`src/hdl/mi4c_pkg.sv`:
```
// Shared types, constants and helpers for the 4x4 cofactor inverse block.
// No dependencies; imported by mi4c_divider and matrix4_inverse_cofactor.
`timescale 1ns / 1ps
`default_nettype none
package mi4c_pkg;

   // Exact cofactor / determinant sums fit well inside 100 bits.
   localparam int ACC_W = 100;

   typedef enum logic [3:0] {
      ST_LOAD,
      ST_COF,
      ST_CWR,
      ST_DET,
      ST_DWR,
      ST_DCHK,
      ST_DRD,
      ST_DSTART,
      ST_DWAIT,
      ST_DOUT
   } state_type;

   typedef struct packed {
      logic [31:0] value;
      logic        sat;
   } div_result_type;

   // n-th index (0..2) of 0..3 with index ex left out.
   function automatic logic [1:0] skip_idx(input logic [1:0] ex, input logic [1:0] n);
      logic [1:0] r;
      r = (n < ex) ? n : n + 2'd1;
      return r;
   endfunction

   // Round to nearest, ties away from zero, dropping s bits; saturate to 64 bits.
   function automatic logic signed [63:0] round_sat64(input logic signed [ACC_W-1:0] v,
                                                      input int unsigned s);
      logic [ACC_W-1:0] mag;
      logic [ACC_W-1:0] m;
      logic             big;
      logic signed [63:0] r;
      mag = v[ACC_W-1] ? ACC_W'(-v) : ACC_W'(v);
      m   = (mag + (ACC_W'(1) << (s - 1))) >> s;
      big = (m[ACC_W-1:63] != '0);
      if (v[ACC_W-1]) begin
         r = big ? {1'b1, 63'd0} : -$signed(m[63:0]);
      end else begin
         r = big ? {1'b0, {63{1'b1}}} : $signed(m[63:0]);
      end
      return r;
   endfunction

endpackage
`default_nettype wire

```
`src/hdl/mi4c_divider.sv`:
```
// Radix-2 restoring divider: (|cofactor| << FRAC_BITS) / |det|, rounded, clamped.
// Depends on mi4c_pkg.
`timescale 1ns / 1ps
`default_nettype none
module mi4c_divider #(
   parameter int FRAC_BITS = 16
) (
   input  wire logic                    clock,
   input  wire logic                    reset,
   input  wire logic                    start,
   input  wire logic signed [63:0]      cofactor,
   input  wire logic                    det_neg,
   input  wire logic [63:0]             dmag,
   output logic                         done,
   output mi4c_pkg::div_result_type     result
);
   import mi4c_pkg::*;

   localparam int NB    = 64 + FRAC_BITS;
   localparam int CNT_W = $clog2(NB + 1);

   logic              busy_ff, busy_in;
   logic              fin_ff, fin_in;
   logic              done_ff, done_in;
   logic [CNT_W-1:0]  cnt_ff, cnt_in;
   logic [NB-1:0]     num_ff, num_in;
   logic [NB-1:0]     quo_ff, quo_in;
   logic [63:0]       rem_ff, rem_in;
   logic              neg_ff, neg_in;
   div_result_type    res_ff, res_in;

   logic [63:0] cm;
   logic [64:0] r2;
   logic [64:0] r2_sub;
   logic        ge;
   logic        up;
   logic [NB-1:0] q;
   logic [NB-1:0] lim;
   logic        sat;
   logic [31:0] qm;

   always_comb begin
      cm     = cofactor[63] ? 64'(-cofactor) : 64'(cofactor);
      r2     = {rem_ff, num_ff[NB-1]};
      r2_sub = r2 - {1'b0, dmag};
      ge     = (r2 >= {1'b0, dmag});
      up     = (rem_ff >= (dmag - rem_ff));
      q      = quo_ff + NB'(up);
      lim    = neg_ff ? (NB'(1) << 31) : ((NB'(1) << 31) - NB'(1));
      sat    = (q > lim);
      qm     = sat ? lim[31:0] : q[31:0];

      busy_in = busy_ff;
      fin_in  = 1'b0;
      done_in = 1'b0;
      cnt_in  = cnt_ff;
      num_in  = num_ff;
      quo_in  = quo_ff;
      rem_in  = rem_ff;
      neg_in  = neg_ff;
      res_in  = res_ff;

      if (start) begin
         busy_in = 1'b1;
         cnt_in  = CNT_W'(NB);
         num_in  = NB'(cm) << FRAC_BITS;
         quo_in  = '0;
         rem_in  = '0;
         neg_in  = cofactor[63] ^ det_neg;
      end else if (busy_ff) begin
         rem_in = ge ? r2_sub[63:0] : r2[63:0];
         quo_in = {quo_ff[NB-2:0], ge};
         num_in = num_ff << 1;
         cnt_in = cnt_ff - CNT_W'(1);
         if (cnt_ff == CNT_W'(1)) begin
            busy_in = 1'b0;
            fin_in  = 1'b1;
         end
      end

      if (fin_ff) begin
         res_in.value = neg_ff ? (32'd0 - qm) : qm;
         res_in.sat   = sat;
         done_in      = 1'b1;
      end
   end

   always_ff @(posedge clock) begin
      if (reset) begin
         busy_ff <= 1'b0;
         fin_ff  <= 1'b0;
         done_ff <= 1'b0;
      end else begin
         busy_ff <= busy_in;
         fin_ff  <= fin_in;
         done_ff <= done_in;
      end
      cnt_ff <= cnt_in;
      num_ff <= num_in;
      quo_ff <= quo_in;
      rem_ff <= rem_in;
      neg_ff <= neg_in;
      res_ff <= res_in;
   end

   assign done   = done_ff;
   assign result = res_ff;

endmodule
`default_nettype wire

```
`config.mk`:
```
export PLATFORM = sky130hd
export DESIGN_NAME = mi4c_divider
export DESIGN_NICKNAME = d
export VERILOG_FILES = /design/src/hdl/mi4c_pkg.sv /design/src/hdl/mi4c_divider.sv
export SDC_FILE = /design/constraint.sdc
export NUM_CORES = 1
export LEC_CHECK = 0
export ABC_CLOCK_PERIOD_IN_PS = 29200
export BUFFER_PORTS_ARGS = -buffer_cell sky130_fd_sc_hd__buf_2
export CORE_AREA = 2 2 233 235
export DETAILED_ROUTE_END_ITERATION = 16
export DIE_AREA = 0 0 235 237
export GPL_TIMING_DRIVEN = 0
export PLACE_DENSITY_LB_ADDON = 0.25
export SETUP_SLACK_MARGIN = 0.05
export SLEW_MARGIN = 5
export SYNTH_ARGS = -nofsm -noshare
export SYNTH_HDL_FRONTEND = slang
export SYNTH_SLANG_ARGS = --single-unit
```
`constraint.sdc`:
```
create_clock -name clock -period 29.2 [get_ports clock]
set_clock_uncertainty 0.05 [all_clocks]
set_input_delay 0 -clock clock [delete_from_list [all_inputs] [get_ports clock]]
set_output_delay 0 -clock clock [all_outputs]
set_load 0.02 [all_outputs]
```
==> results_dict.tcl <==
set metrics [dict create \
    status "complete, no violations" \
    ant_nets 0 \
    hpwl_mm 59.9 \
    grt_pass1_wl_mm 123 \
    yosysMostFrequentCell "nor2_1" \
    placed_area_um2 25500 \
    synthFlopType "dfxtp_1" \
    core_um2 53300 \
    worstSetupStartpointType "flip-flop" \
    ys_async_sr_fraction 0 \
    htree_levels 2 \
    hold_class "primary input to flip-flop" \
    finalWorstSetupSlack_ns 14.20 \
    clock_path_buffers 3 \
    cts_tree "yes" \
    setup_tns_ns 0 \
    clockRootBuffer "clkbuf_16" \
    wirelength_mm 78.1 \
    fin_area_um2 27600 \
    critical_path.most_common_cell "ha_1" \
    power.leakage_nw 11.8 \
    grt_usage 0.271 \
    grt_max_degree 66 \
    synthTopCellsByCount "350 x nor2_1, 304 x a21oi_1, 229 x ha_1" \
    synth_area_um2 23800 \
    rsz0062_at_grt "false" \
    clkTransAtPathRegs_ns 0.06 \
    cts_resized 0 \
    clock-sinks 252 \
    crit_type "flip-flop to flip-flop" \
    seqCellArea_um2 6030 \
    grt_pass1_vias 22900 \
    fin_nets 3698 \
    fin_crit_sh 0.514 \
    ir_drop_v 0.0000458 \
    die_w_um 235 \
    max-slew-margin-rel 0.273 \
    io_buffers 164 \
    multi_input_area_um2 16500 \
    area_growth_pct 16.1 \
    worstPathArrival_ns 15.24 \
    cp-end-kind "flip-flop" \
    maxCapViolCount 0 \
    die-area_um2 55700 \
    max_freq_mhz 66.7 \
    num_rows 85 \
    fin_crit_ns 15.00 \
    synth_nets 3403 \
    syn_inst 3040 \
    setup_viol 0 \
    wl_per_cell_um 19.2 \
    initial_core_util 0.446 \
    drt-vias-per-instance 5.90 \
    final.fill_count 5151 \
    yosys-top-cells-area "dfxtp_1 13%, edfxtp_1 12%, ha_1 12%" \
    yosys_warnings 0 \
    holdWs_ns 0.0823 \
    drv_slew 0 \
    pwr_density_cell_nw_per_um2 45.9 \
    die_y_um 237 \
    final-hold-violation-count 0 \
    required_ns 29.45 \
    synth.top_cell.area_share 0.130 \
    firstDrtPassIters 6 \
    worstSkewPairLatency_ns 0.55 \
    vias 23900 \
    overflow 0 \
    drive_gt1_frac 0.0774 \
    holdPathStages 6 \
    yosys.area.top_type "dfxtp_1" \
    pre_cts_ws_ns 14.77 \
    syn_area_per_cell_um2 7.82 \
    first_iter_violations 1831 \
    reg2reg_depth 48 \
    rrSetupSlack_ns 14.20 \
    path_max_fanout 10 \
    antenna_found_initial 10 \
    yosysUniqueCellTypes 75 \
    slowest_delay_ns 0.84 \
    yosysSeqAreaShare 0.254 \
    numCtsBuffers 35 \
    tightest_slew_ns 1.09 \
    synth_edf_count 98 \
    globalplace.congestion 0.937 \
    num_io_pins 166 \
    cpMaxStageDelayCell "o41ai_1" \
    route.detailed.drc 0 \
    ys_ff_latch 252 \
]
worst max-delay path, delay by kind of cell (launching register included):
kind	cells	cell delay (ns)
AOI/OAI and AO/OA	17	5.48
and+or+nand+nor	15	4.68
adders and majority gates	6	1.83
buffers and inverters	6	1.50
muxes	2	0.42
xor gates and xnor gates	2	0.39
DFF	1	0.37
where the power goes:
part           switching [W]  internal, W  leakage (nW)
Sequential         0.0000140     0.000389          2.19
Combinational       0.000264     0.000173          9.08
Clock               0.000169     0.000258         0.554
Total               0.000447     0.000820          11.8
stage by stage:
step / total power (W) / std cells / utilization
after floorplan: 0.000703 / 3040 / -
after global placement: 0.000815 / 3900 / 0.478
after detailed placement: 0.000823 / 3902 / 0.479
after CTS: 0.00127 / 4056 / 0.517
after global routing: 0.00134 / 4061 / 0.518
final: 0.00127 / 4061 / 0.518
path summary, 6_finish.rpt:
kind              startpoint         end
setup / recovery   rem_ff[8]  result[15]
setup reg to reg   rem_ff[8]  result[15]
hold / removal      dmag[62]  rem_ff[62]
hold reg to reg    cnt_ff[1]   cnt_ff[1]
cell usage in the layout (no fill, tap or decap), drive strengths merged, types with 13 or more instances in the layout:
cell type and n:
nor2 351, a21oi 304, ha 229, inv 202, clkbuf 185, nand2 180, buf 178, o21ai 171
dfxtp 154, xor2 145, xnor2 108, a21o 104, edfxtp 98, mux2i 96, dlygate4sd3 91, nand3 80
nand4 73, a211oi 65, nor3 46, and3 36, or3 32, o31ai 31, nand2b 30, nor2b 30
nor4 30, a31oi 29, o21a 26, or4 23, and4 22, o211ai 20, o21bai 19, and2 17
or2 14, o41ai 13
cell families after synthesis:
family,synth area share
and+or+nand+nor,0.203
AOI/OAI and AO/OA,0.232
buffers and inverters,0.0549
xor gates and xnor gates,0.0932
DFF,0.254
adders and majority gates,0.122
muxes,0.0414
repair_timing:
| item | in CTS | in global routing |
|---|---|---|
| setup buffers | 0 | 0 |
| hold buffers | 91 | 0 |
| hold endpoints to repair | 71 | 0 |
area by class of cell:
type / count / area share
timing repair buffer: 258 / 0.0651
inverter: 199 / 0.0272
clock inverter: 14 / 0.00467
buffer: 148 / 0.0202
tap: 696 / 0.0316
multi-input combinational: 2441 / 0.596
clock buffer: 49 / 0.0363
sequential: 252 / 0.218
antenna: 4 / 0.000363
registers in the layout, summed over array words and instances, names as in the netlist:
name     count
quo_ff      80
num_ff      64
rem_ff      64
result      33
cnt_ff       7
busy_ff      1
done         1
fin_ff       1
neg_ff       1
layer usage:
layer	part of all wire	global-route usage	wire, um	vias up
met2	0.44	0.439	34700	853
met5	0.00063	0	49	-
met1	0.46	0.369	35600	11300
li1	-	-	-	11600
met4	0.030	0.0903	2370	8
met3	0.069	0.0422	5370	143
Note: power is estimated with default switching activity, not from simulation.
